==> config.mk <==
export PLATFORM = sky130hd
export DESIGN_NAME = delayed_event_timer_table_core
export DESIGN_NICKNAME = d
export VERILOG_FILES = /design/src/rtl/dett_pkg.sv /design/src/rtl/delayed_event_timer_table_core.sv /design/src/rtl/dett_store.sv
export VERILOG_INCLUDE_DIRS = /design/src /design/src/rtl
export SDC_FILE = /design/constraint.sdc
export NUM_CORES = 1
export LEC_CHECK = 0
export BUFFER_PORTS_ARGS = -buffer_cell sky130_fd_sc_hd__buf_2
export CAP_MARGIN = 25
export CORE_MARGIN = 3
export CORE_UTILIZATION = 45
export CTS_CLUSTER_SIZE = 40
export DETAILED_ROUTE_END_ITERATION = 6
export PLACE_DENSITY_LB_ADDON = 0.25
export SETUP_SLACK_MARGIN = 0.5
export SYNTH_ARGS = -nofsm -noshare
export SYNTH_HDL_FRONTEND = slang
export SYNTH_SLANG_ARGS = --single-unit
==> constraint.sdc <==
create_clock -name clock -period 4.9 [get_ports clock]
set_input_delay 0.245 -clock clock [delete_from_list [all_inputs] [get_ports clock]]
set_output_delay 0.245 -clock clock [all_outputs]
set_load 0.01 [all_outputs]
==> src/rtl/delayed_event_timer_table_core_assert.svh <==
// Assertion helpers for the timer table RTL.
`ifndef DELAYED_EVENT_TIMER_TABLE_CORE_ASSERT_SVH
`define DELAYED_EVENT_TIMER_TABLE_CORE_ASSERT_SVH

// Check a property on every clock edge outside reset.
`define DETT_ASSERT(name, clk, rst, prop, msg) \
   name: assert property (@(posedge clk) disable iff (rst) prop) else $error(msg);

// Check a property on every clock edge, reset included.
`define DETT_ASSERT_ALWAYS(name, clk, prop, msg) \
   name: assert property (@(posedge clk) prop) else $error(msg);

`endif

==> src/rtl/dett_pkg.sv <==
`default_nettype none

package dett_pkg;

   // Table size default
   localparam int SLOTS_DEFAULT = 16;

   // Fixed field widths
   localparam int TIME_W       = 32;
   localparam int DELAY_W      = 16;
   localparam int CODE_W       = 8;
   localparam int KIND_W       = 2;
   localparam int SLOT_INDEX_W = 4;

   // Operation codes
   localparam logic OP_ADD    = 1'b0;
   localparam logic OP_UPDATE = 1'b1;

   // Result kinds
   localparam logic [KIND_W-1:0] KIND_ADD_OK     = 2'd0;
   localparam logic [KIND_W-1:0] KIND_ADD_REJECT = 2'd1;
   localparam logic [KIND_W-1:0] KIND_FIRED      = 2'd2;
   localparam logic [KIND_W-1:0] KIND_DONE       = 2'd3;

   typedef struct packed {
      logic                operation;
      logic [CODE_W-1:0]   event_code;
      logic [DELAY_W-1:0]  delay_ticks;
      logic [TIME_W-1:0]   now_time;
   } req_type;

   typedef struct packed {
      logic [KIND_W-1:0]       result_kind;
      logic [CODE_W-1:0]       fired_code;
      logic [SLOT_INDEX_W-1:0] slot_index;
      logic                    last_result;
   } rsp_type;

   // One table entry as held in the store
   typedef struct packed {
      logic [TIME_W-1:0] deadline;
      logic [CODE_W-1:0] code;
   } entry_type;

   typedef enum logic [2:0] {
      ST_IDLE,
      ST_FIND,
      ST_ACK,
      ST_REJECT,
      ST_SCAN,
      ST_TEST,
      ST_DONE
   } state_type;

   // Deadline = now + delay, saturating at the top of the time range
   function automatic logic [TIME_W-1:0] sat_deadline(
      input logic [TIME_W-1:0]  now_time,
      input logic [DELAY_W-1:0] delay_ticks
   );
      logic [TIME_W:0] sum;
      sum = {1'b0, now_time} + {{(TIME_W-DELAY_W+1){1'b0}}, delay_ticks};
      return sum[TIME_W] ? {TIME_W{1'b1}} : sum[TIME_W-1:0];
   endfunction

endpackage

`default_nettype wire

==> src/rtl/delayed_event_timer_table_core.sv <==
// Channel   Ports                          Direction  Moves
// request   req_valid req_stall req_data   in         one add or update item
// response  rsp_valid rsp_stall rsp_data   out        one result per transfer
//
// Add: steps from slot 0 past occupied slots to the lowest free slot, fills it
//   and acknowledges; a full table is rejected without a search.
// Update: visits every slot in order; an occupied slot adds a test step, set by
//   the single deadline comparator and the registered read port of the entry store.
// Reset clears the occupancy bits and the count; entries need no clearing.
// A stalled response holds the sequencer at its next result; one finished
//   result waits in the output register while scanning goes on.
`default_nettype none

module delayed_event_timer_table_core import dett_pkg::*; #(
   parameter int SLOTS = SLOTS_DEFAULT
) (
   input  wire logic    clock,
   input  wire logic    reset,
   input  wire logic    req_valid,
   output      logic    req_stall,
   input  wire req_type req_data,
   output      logic    rsp_valid,
   input  wire logic    rsp_stall,
   output      rsp_type rsp_data
);

   `include "delayed_event_timer_table_core_assert.svh"

   localparam int IdxW = $clog2(SLOTS);
   localparam int CntW = $clog2(SLOTS + 1);
   localparam logic [IdxW-1:0] LastIdx = IdxW'(SLOTS - 1);
   localparam logic [CntW-1:0] FullCnt = CntW'(SLOTS);

   state_type       state_ff, state_in;
   req_type         req_ff;
   logic [IdxW-1:0] scan_ff;
   logic [SLOTS-1:0] active_ff;
   logic [CntW-1:0] count_ff;
   logic            rsp_valid_ff;
   rsp_type         rsp_data_ff;

   logic      out_free;
   logic      req_take;
   logic      scan_last;
   logic      slot_busy;
   logic      due;
   logic      rsp_load;
   rsp_type   rsp_next;
   logic      fill;
   logic      fire;
   logic      scan_step;
   entry_type wr_entry;
   entry_type rd_entry;

   assign out_free  = !rsp_valid_ff || !rsp_stall;
   assign req_stall = (state_ff != ST_IDLE);
   assign req_take  = req_valid && (state_ff == ST_IDLE);
   assign scan_last = (scan_ff == LastIdx);
   assign slot_busy = active_ff[scan_ff];
   // Shared comparator: deadline at or before now
   assign due       = (rd_entry.deadline <= req_ff.now_time);

   assign wr_entry.deadline = sat_deadline(req_ff.now_time, req_ff.delay_ticks);
   assign wr_entry.code     = req_ff.event_code;

   dett_store #(
      .SLOTS (SLOTS)
   ) u_store (
      .clock    (clock),
      .wr_en    (fill),
      .addr     (scan_ff),
      .wr_entry (wr_entry),
      .rd_entry (rd_entry)
   );

   // Next state
   always_comb begin
      state_in = state_ff;
      unique case (state_ff)
         ST_IDLE: begin
            if (req_take) begin
               if (req_data.operation == OP_UPDATE) begin
                  state_in = ST_SCAN;
               end else if (count_ff >= FullCnt) begin
                  state_in = ST_REJECT;
               end else begin
                  state_in = ST_FIND;
               end
            end
         end
         ST_FIND: begin
            if (!slot_busy) begin
               state_in = ST_ACK;
            end
         end
         ST_ACK, ST_REJECT, ST_DONE: begin
            if (out_free) begin
               state_in = ST_IDLE;
            end
         end
         ST_SCAN: begin
            if (slot_busy) begin
               state_in = ST_TEST;
            end else if (scan_last) begin
               state_in = ST_DONE;
            end
         end
         ST_TEST: begin
            if (!due || out_free) begin
               state_in = scan_last ? ST_DONE : ST_SCAN;
            end
         end
         default: state_in = ST_IDLE;
      endcase
   end

   // Sequencer outputs
   always_comb begin
      rsp_load  = 1'b0;
      rsp_next  = '0;
      fill      = 1'b0;
      fire      = 1'b0;
      scan_step = 1'b0;
      unique case (state_ff)
         ST_IDLE: ;
         ST_FIND: begin
            fill      = !slot_busy;
            scan_step = slot_busy;
         end
         ST_ACK: begin
            rsp_load             = out_free;
            rsp_next.result_kind = KIND_ADD_OK;
            rsp_next.slot_index  = SLOT_INDEX_W'(scan_ff);
            rsp_next.last_result = 1'b1;
         end
         ST_REJECT: begin
            rsp_load             = out_free;
            rsp_next.result_kind = KIND_ADD_REJECT;
            rsp_next.last_result = 1'b1;
         end
         ST_SCAN: begin
            scan_step = !slot_busy && !scan_last;
         end
         ST_TEST: begin
            fire                 = due && out_free;
            rsp_load             = fire;
            rsp_next.result_kind = KIND_FIRED;
            rsp_next.fired_code  = rd_entry.code;
            rsp_next.slot_index  = SLOT_INDEX_W'(scan_ff);
            scan_step            = (!due || out_free) && !scan_last;
         end
         ST_DONE: begin
            rsp_load             = out_free;
            rsp_next.result_kind = KIND_DONE;
            rsp_next.last_result = 1'b1;
         end
         default: ;
      endcase
   end

   // Control state
   always_ff @(posedge clock) begin
      if (reset) begin
         state_ff     <= ST_IDLE;
         active_ff    <= '0;
         count_ff     <= '0;
         rsp_valid_ff <= 1'b0;
      end else begin
         state_ff <= state_in;
         // Occupy or free the slot under scan
         if (fill) begin
            active_ff[scan_ff] <= 1'b1;
            count_ff           <= count_ff + CntW'(1);
         end else if (fire) begin
            active_ff[scan_ff] <= 1'b0;
            count_ff           <= count_ff - CntW'(1);
         end
         // Hold the result until its transfer
         if (rsp_load) begin
            rsp_valid_ff <= 1'b1;
         end else if (!rsp_stall) begin
            rsp_valid_ff <= 1'b0;
         end
      end
   end

   // Item, scan index and result payload
   always_ff @(posedge clock) begin
      if (req_take) begin
         req_ff  <= req_data;
         scan_ff <= '0;
      end else if (scan_step) begin
         scan_ff <= scan_ff + IdxW'(1);
      end
      if (rsp_load) begin
         rsp_data_ff <= rsp_next;
      end
   end

   assign rsp_valid = rsp_valid_ff;
   assign rsp_data  = rsp_data_ff;

   `DETT_ASSERT(a_count_matches, clock, reset,
      $countones(active_ff) == int'(count_ff),
      "occupancy count differs from occupied slots")
   `DETT_ASSERT(a_find_has_room, clock, reset,
      (state_ff == ST_FIND) |-> (count_ff < FullCnt),
      "free slot search started on a full table")
   `DETT_ASSERT(a_fire_busy_slot, clock, reset, fire |-> slot_busy,
      "fired a slot that is not occupied")
   `DETT_ASSERT(a_no_overwrite, clock, reset,
      rsp_load |-> (!rsp_valid_ff || !rsp_stall),
      "result register overwritten while stalled")
   `DETT_ASSERT_ALWAYS(a_reset_idle, clock,
      reset |=> (state_ff == ST_IDLE && !rsp_valid_ff),
      "sequencer not idle after reset")

endmodule

`default_nettype wire

==> src/rtl/dett_store.sv <==
`default_nettype none

module dett_store import dett_pkg::*; #(
   parameter int SLOTS = SLOTS_DEFAULT,
   localparam int IdxW = $clog2(SLOTS)
) (
   input  wire logic            clock,
   input  wire logic            wr_en,
   input  wire logic [IdxW-1:0] addr,
   input  wire entry_type       wr_entry,
   output      entry_type       rd_entry
);

   entry_type entry_mem [SLOTS];
   entry_type rd_entry_ff;

   // Write one entry
   always_ff @(posedge clock) begin
      if (wr_en) begin
         entry_mem[addr] <= wr_entry;
      end
   end

   // Registered read at the scan address
   always_ff @(posedge clock) begin
      rd_entry_ff <= entry_mem[addr];
   end

   assign rd_entry = rd_entry_ff;

endmodule

`default_nettype wire

==> run metrics, run 1 <==
status=finished clean; Starting Density=a little under half; Max Freq=244.7 MHz; dominant cells by area after synthesis=edfxtp_1, mux4_2, dfxtp_1, ha_1, a21oi_1; worst-skew pair later-pin latency=0.63 ns; Post-CTS Resized=0; Async S/R FF share, synth=0%; ANT nets after route=0; max cap viols=0; VDD IR max=between 200 and 250 uV; Post-synth EDFFs=711; Worst Setup SP=req_ff[15]; Mapped Area=0.03047 mm2; r2r setup slk=roughly 0.81 ns; GRT met2 Usage=33.30%; period utilisation layout=between 80% and 90%; Die ar.=between 0.07 and 0.08 mm2; vias in the first global route=15800; CP Launch Type=flip-flop; Synth top area share=~70%; M3 GR Usage=between 3 and 4%; Hold/Removal Path Class=in -> reg; clk buf depth=3; Synth Net Count=1604; grt met1 use=26.65%; CTS root buf=clkbuf_16; final hold vios=0; Yosys reg bits=slightly below 800; GRT Overall Usage=between 10% and 20%; CP arrival=4.65 ns; n_diodes=0; Core Box Area=0.06645 mm2; grt total ovfl=0; DRC errors left=0; Main synth FF type=edfxtp_1; Hold Crit Start=req_data[56]; Mapped Cells=around 1500; Setup Skew=between 0.02 and 0.03 ns; RR Startpoint=req_ff[15]; reg2reg path depth=10; NumNets Final=between 1500 and 2000; Cell Area, Placed=around 0.032 mm2; synth cell count leaders=edfxtp_1, mux4_2, dfxtp_1, ha_1, nand2_1; Setup TNS=0 ns; GP Congestion=0.7982; # setup viols final=0; vias per cell=roughly 5.7; Reg clk slew, reported paths=0.06 ns; first-pass GRT wire length=102400 um; final instance area=around 0.036 mm2; Layout area overhead=17.23%; reg-to-reg endpoint=state_ff[1]; Vias=15000; crit path kind=reg -> reg; layout cells sized above 1=around 28%; TritonCTS clock tree=done; CTS H-Tree Depth=3; top fanout value on the critical path=4; die width=around 270 um; Worst-Margin Slew=1.000 ns; worst hold stages=4; Worst setup EP type=flip-flop; minimum clock period after layout=around 4.1 ns; Post-Syn Area per Cell=20.51 um2; area leader, netlist=edfxtp_1; worst path required time=about 5.5 ns; number of port buffers=77; post-DP HPWL=between 30000 and 40000 um; synth unique cells=56; I/O pins=78; largest net degree at the start of global routing=67; Slew headroom=a little under a third; global routing's busiest layer=met2; Post-Route WL=68540 um; die height=roughly 270 um; RSZ-0062 raised after global routing=false; DR WL/cell=roughly 26 um; Starting DRT DRC Count=around 1500; post-synthesis sequential area ratio=between 70% and 80%; most frequent cell after synthesis=edfxtp_1; DRT Pass-1 Iters=5; initial antenna violation count=0; Yosys Warn Count=0; CTS Buf Count=80; Sinks on Clock Net=780; Leakage=~12 nW; PD cells=between 500 and 600 mW/mm2; count of pins over their slew limit=0; row count=94; hold endpoint=state_ff[2]
[critical path: stages (launching register included)]
cell and delay (ns):
edfxtp_1 0.39, inv_1 0.07, ha_1 0.31, nand4_1 0.28, a2111oi_0 0.94, o311a_1 0.41
nor3b_1 0.16, a311o_1 0.43, or3_1 0.35, a21oi_1 0.14, dlygate4sd3_1 0.55
[power by group]
part | total, W | switching [W] | internal [W]
combinational | 0.00400 | 0.00224 | 0.00175
clock | 0.00630 | 0.00252 | 0.00379
sequential | 0.00874 | 0.000314 | 0.00842
total | 0.0190 | 0.00508 | 0.0140
[state kept, by name, indices dropped and copies added (netlist names), named ones only]
signal	flops
u_store.entry_mem	640
req_ff	56
u_store.rd_entry	40
rsp_data	15
count_ff	5
scan_ff	4
state_ff	3
rsp_valid	1
[worst max-delay path by stage]
| stage | end | slack (ns) | cells past startpoint |
|---|---|---|---|
| 6_report | state_ff[1] | 0.81 | 10 |
| 5_1_grt | u_store.entry_mem[7][32] | 0.63 | 11 |
| 4_1_cts | state_ff[1] | 0.85 | 11 |
| 3_5_place_dp | u_store.entry_mem[1][27] | 1.00 | 7 |
| 3_3_place_gp | u_store.entry_mem[1][25] | 1.06 | 7 |
| 2_1_floorplan | flip-flop | 0.79 | 8 |
[cells in the final DEF (no fill, tap or decap), types with 13 or more instances in the layout]
master         count
ha_1              55
dlygate4sd3_1     60
mux4_2           204
inv_1             46
nand3_1           14
dfxtp_1           65
nor2_4            16
clkbuf_16         82
nor3_1            13
buf_4             37
buf_2             77
nand2_1           53
edfxtp_1         711
nor2_1            23
nand4_1           13
a21oi_1           42
o21ai_0           18
clkbuf_1          17
[routing by layer]
metal  vias up  wire, um
met1      7858     28450
met4         0      1730
li1       6568         -
met3       111      3651
met2       463     34710
met5         -         0
[final cells by class]
cell class	count	area, um2
fill	5091	30730
sequential	780	22740
multi-input combinational	600	7456
clock buffer	106	2212
timing repair buffer	186	1504
tap	864	1081
clock inverter	43	549.3
inverter	47	176.4
[logic make-up (layout without fill, tap and decap cells)]
kind of cell	count (synthesis)	after routing	synth area share, %
AOI/OAI and AO/OA	128	128	2.813
buffers and inverters	106	382	1.326
DFF	780	780	74.60
xor gates and xnor gates	22	22	0.6323
and+or+nand+nor	181	181	2.891
adders and majority gates	57	57	2.390
muxes	212	212	15.35
[per-stage QoR]
stage                     hold WS, ns  utilization [%]  setup WS, ns  total power (W)  instances
after floorplan                0.3439                -        0.7891          0.01162       1486
after global placement         0.4236            48.65         1.055          0.01274       2414
after detailed placement       0.4231            48.67         1.000          0.01286       2416
after CTS                    0.007943            53.73        0.8472          0.01922       2625
after global routing          0.04473            53.76        0.6269          0.01988       2626
final                         0.04378            53.76        0.8130          0.01904       2626
[repair_timing]
item | CTS | global route
hold buffers | 60 | 0
buffers inserted | 0 | 0
hold endpoints to repair | 68 | 0
No activity file was read; power rests on OpenSTA's default activity.
==> run 2: changes to the inputs <==
==> constraint.sdc (replaced) <==
create_clock -name clock -period 4.3 [get_ports clock]
set_input_delay 0.215 -clock clock [delete_from_list [all_inputs] [get_ports clock]]
set_output_delay 0.215 -clock clock [all_outputs]
set_load 0.01 [all_outputs]
==> run metrics, run 2 (same netlist as run 1, synthesis figures left out) <==
clk buf depth=3; Cell Area, Placed=between 0.03 and 0.04 mm2; count of pins over their slew limit=0; Largest regs=u_store.entry_mem: 640 flops, req_ff: 56 flops, u_store.rd_entry: 40 flops; period utilisation layout=about four fifths; Post-Route WL=~69000 um; DRT Pass-1 Iters=5; post-DP HPWL=a little under 40000 um; postcts setup bufs=0; grt total ovfl=0; commonest non-fill, non-tap cells in the layout=edfxtp_1, mux4_2, clkbuf_16, buf_2, dfxtp_1; DR WL/cell=26.21 um; worst setup slack after layout=approximately 0.82 ns; die height=roughly 270 um; Setup WS pre-CTS=about 0.64 ns; I/O pins=roughly 80; Core Box Area=about 0.066 mm2; CTS root buf=clkbuf_16; CTS H-Tree Depth=3; # setup viols final=0; Max Freq=287.2 MHz; PD cells=between 500 and 600 mW/mm2; max cap viols=0; Reg clk slew, reported paths=roughly 0.060 ns; CTS Buf Count=between 70 and 80; initial antenna violation count=0; Worst-Margin Slew=about 1.0 ns; Largest register FFs=640; final hold vios=0; GRT Overall Usage=between 10% and 20%; vias per cell=between 5 and 6; crit path kind=reg -> reg; Vias=15080; layout cells sized above 1=27.56%; Slew headroom=around a third; NumNets Final=~1800; Leakage=about 12 nW; RSZ-0062 raised after global routing=false; die width=around 270 um; worst-skew pair later-pin latency=between 0.6 and 0.7 ns; vias in the first global route=15770; Final Hold Slack=~0.023 ns; largest net degree at the start of global routing=just under 90; final core occ=between 50% and 60%; Hold/Removal Path Class=in -> reg; Setup TNS=0 ns; worst path required time=4.51 ns; Worst setup EP type=flip-flop; Sinks on Clock Net=780; largest register by flop count=u_store.entry_mem; TritonCTS clock tree=done; ANT nets after route=0; DRC errors left=0; Setup Skew=around 0.033 ns; GP Congestion=0.7900; Starting DRT DRC Count=roughly 1300; number of port buffers=77; minimum clock period after layout=~3.5 ns; VDD IR max=approximately 340 uV; status=finished clean; top fanout value on the critical path=20; Starting Density=roughly 46%; Die ar.=roughly 0.071 mm2; n_diodes=0; final instance area=about 0.036 mm2; row count=94; most common cell after layout, fill and taps aside=edfxtp_1; first-pass GRT wire length=just over 100000 um; Layout area overhead=16.63%; CP arrival=~3.7 ns; CP Launch Type=flip-flop
[run 2: cell count changes in the layout (fill, tap and decap cells not counted), moves of 3 or more]
| cell | delta |
|---|---|
| buf_4 | +7 |
| bufinv_16 | -8 |
| clkbuf_1 | +10 |
| clkbuf_8 | +3 |
| clkinvlp_4 | -3 |
[run 2: timing repair]
action                                 in CTS  in global routing
endpoints found under the hold margin      65                  0
hold buffers                               58                  0
setup endpoints to repair                   0                 16
resized for setup                           0                  1
[run 2: power breakdown]
part / internal, W / switching (W)
registers: 0.00960 / 0.000325
clock network: 0.00383 / 0.00276
logic: 0.00200 / 0.00260
total: 0.0154 / 0.00568
[run 2: cell type report]
type	count	area (um2)
clock buffers	118	2266
clock inverters	28	230.2
fillers	5057	30910
inverters	47	176.4
multi-input cells	600	7460
flip-flops and latches	780	22740
well taps	864	1081
repair buffers	194	1582
[run 2: through the flow]
step                instances  power, W
floorplan                1486   0.01325
global route             2631   0.02204
detailed placement       2427   0.01470
CTS                      2631   0.02132
finish                   2631   0.02111
global placement         2425   0.01456
[run 2: worst paths after layout]
check | start | depth (start not counted) | end | slack (ns)
max reg2reg | req_ff[0] | 12 | u_store.entry_mem[11][24] | 0.82
max | req_ff[0] | 12 | u_store.entry_mem[11][24] | 0.82
min | req_data[56] | 4 | state_ff[2] | 0.02
min reg2reg | count_ff[2] | 2 | count_ff[2] | 0.51
[run 2: worst max-delay path: stages, from the launching register on]
cell and delay (ns):
edfxtp_1 0.40, ha_1 0.23, inv_1 0.07, fa_1 0.19, nand2b_1 0.14, a21oi_1 0.09, o221a_2 0.33, o31ai_1 0.38
a31oi_1 0.13, buf_4 0.19, nand4b_1 0.14, buf_4 0.35, nand2_1 0.42
[run 2: per-layer routing]
| layer | up-vias | share of wire, % | GRT usage [%] | routed length, um |
|---|---|---|---|---|
| li1 | 6564 | - | - | - |
| met1 | 7943 | 41 | 26.25 | 28170 |
| met2 | 461 | 51 | 34.04 | 35350 |
| met3 | 109 | 5.6 | 3.195 | 3852 |
| met4 | 0 | 2.3 | 5.898 | 1589 |
| met5 | - | 0 | 0 | 0 |
==> run 3: changes to the inputs <==
==> constraint.sdc (replaced) <==
create_clock -name clock -period 3.4 [get_ports clock]
set_input_delay 0.17 -clock clock [delete_from_list [all_inputs] [get_ports clock]]
set_output_delay 0.17 -clock clock [all_outputs]
set_load 0.01 [all_outputs]
==> run metrics, run 3 (same netlist as run 1, synthesis figures left out) <==
DRT Pass-1 Iters=5; first-pass GRT wire length=a little over 100000 um; CP Launch Type=flip-flop; Starting DRT DRC Count=1621; Hold/Removal Path Class=in -> reg; Layout area overhead=22.04%; worst path required time=a little under 4 ns; Largest regs=u_store.entry_mem: 640 flops, req_ff: 56 flops, u_store.rd_entry: 40 flops; number of port buffers=between 70 and 80; Starting Density=between 40% and 50%; filler cell count=just under 5000; reg2reg path depth=11; period utilisation layout=between 80 and 90%; DRC errors left=0; CTS root buf=clkbuf_16; max cap viols=0; Worst-Margin Slew=0.8228 ns; Sinks on Clock Net=slightly below 800; critical path's top delay family=compound AO/OA/AOI/OAI gates; vias per cell=5.758; Core Box Area=0.06645 mm2; r2r setup slk=approximately 0.46 ns; Vias=15610; Setup Skew=0.02537 ns; Levels on crit path=11; initial antenna violation count=0; die width=266.2 um; largest register by flop count=u_store.entry_mem; grt total ovfl=0; NumNets Final=~1900; # setup viols final=0; post-DP HPWL=~38000 um; count of pins over their slew limit=0; CP arrival=~3.5 ns; top fanout value on the critical path=3; Worst Setup SP=req_ff[1]; RSZ-0062 raised after global routing=true; CTS Buf Count=81; status=finished clean; crit path cell chain=inv_2 > ha_4 > nor2b_4 > o211ai_1 > a2111oi_2 > o311a_4 > nor3b_2 > buf_4 > a311o_1 > or4_1 > a21oi_1; post-route non-filler standard cell count=between 2000 and 3000; clk buf depth=3; Die ar.=between 0.07 and 0.08 mm2; VDD IR max=between 400 and 500 uV; Slew headroom=a little under half; Reg clk slew, reported paths=~0.060 ns; GP Congestion=roughly 0.8; largest net degree at the start of global routing=87; commonest non-fill, non-tap cells in the layout=edfxtp_1, mux4_2, clkbuf_16, buf_2, buf_4; minimum clock period after layout=~2.9 ns; Final Hold Slack=around 0.24 ns; row count=94; I/O pins=between 70 and 80; ANT nets after route=0; crit path kind=reg -> reg; Max Freq=about 340 MHz; CP bufs+invs=2; dpl cells=between 2000 and 2500; Post-Route WL=roughly 71000 um; most common cell after layout, fill and taps aside=edfxtp_1; n_diodes=0; Largest register FFs=640; TritonCTS clock tree=done; PD cells=approximately 760 mW/mm2; RR Startpoint=req_ff[1]; layout cells sized above 1=between 30% and 40%; vias in the first global route=~16000; CTS H-Tree Depth=3; DR WL/cell=roughly 26 um; Worst setup EP type=flip-flop; GRT Overall Usage=20.02%; final hold vios=0; Leakage=between 10 and 15 nW; worst-skew pair later-pin latency=roughly 0.64 ns; reg-to-reg endpoint=state_ff[0]; Max stage delay on crit path=0.45 ns; die height=~270 um; CP endpoint=state_ff[0]; CP max stage cell=a2111oi_2
-- run 3: changes by cell type in the layout (fill, tap and decap cells not counted), moves of 10 or more --
cell     delta
buf_12     +13
nand2_1    -13
inv_1      -10
buf_6      +23
ha_1       -11
ha_4       +10
buf_4      +30
-- run 3: worst min path at each step --
stage,start,endpoint,cells after the start
4_1_cts,req_data[52],req_ff[52],2
6_report,req_data[52],req_ff[52],2
2_1_floorplan,req_data[0],req_ff[0],0
3_5_place_dp,req_data[42],req_ff[42],1
5_1_grt,req_data[52],req_ff[52],2
3_3_place_gp,req_data[55],req_ff[55],1
-- run 3: stage by stage --
stage          setup slack, ns  util [%]  power (W)  setup TNS (ns)  instance area, um2
3_3_place_gp           -0.1841     49.34    0.01864         -0.2790               32790
5_1_grt                 0.3180     55.96    0.02944               0               37190
3_5_place_dp           -0.2846     49.38    0.01884          -1.219               32820
4_1_cts                 0.4425     54.86    0.02793               0               36450
6_report                0.4615     55.96    0.02821               0               37190
2_1_floorplan           0.4398         -    0.01681               0               30680
-- run 3: timing repair --
| action | 4_1_cts | 5_1_grt |
|---|---|---|
| gates cloned | 1 | 13 |
| endpoints found under the setup margin | 779 | 622 |
| buffers inserted | 13 | 25 |
| hold buffers | 61 | 0 |
| pin swaps | 12 | 24 |
| resized for setup | 45 | 100 |
| hold endpoints to repair | 68 | 0 |
-- run 3: layer usage --
layer	wire length, um	track usage (%)	vias up
met2	35680	33.67	459
met4	1647	5.394	0
met1	30160	27.56	8296
met3	3662	3.094	112
li1	-	-	6742
met5	0	0	-
-- run 3: area by class of cell --
type	count	area, um2	area share (%)
Timing Repair Buffer	266	2434	6.544
Multi-Input combinational cell	604	8055	21.66
Clock buffer	117	2273	6.114
Sequential cell	780	22740	61.16
Tap cell	864	1081	2.907
Inverter	47	181.4	0.4879
Clock inverter	33	417.9	1.124
-- run 3: power by group --
group / internal [W] / total, W / leakage (nW) / switching (W)
sequential: 0.0121 / 0.0125 / 7.00 / 0.000422
combinational: 0.00326 / 0.00686 / 4.05 / 0.00360
clock: 0.00516 / 0.00881 / 1.31 / 0.00365
total: 0.0205 / 0.0282 / 12.4 / 0.00767
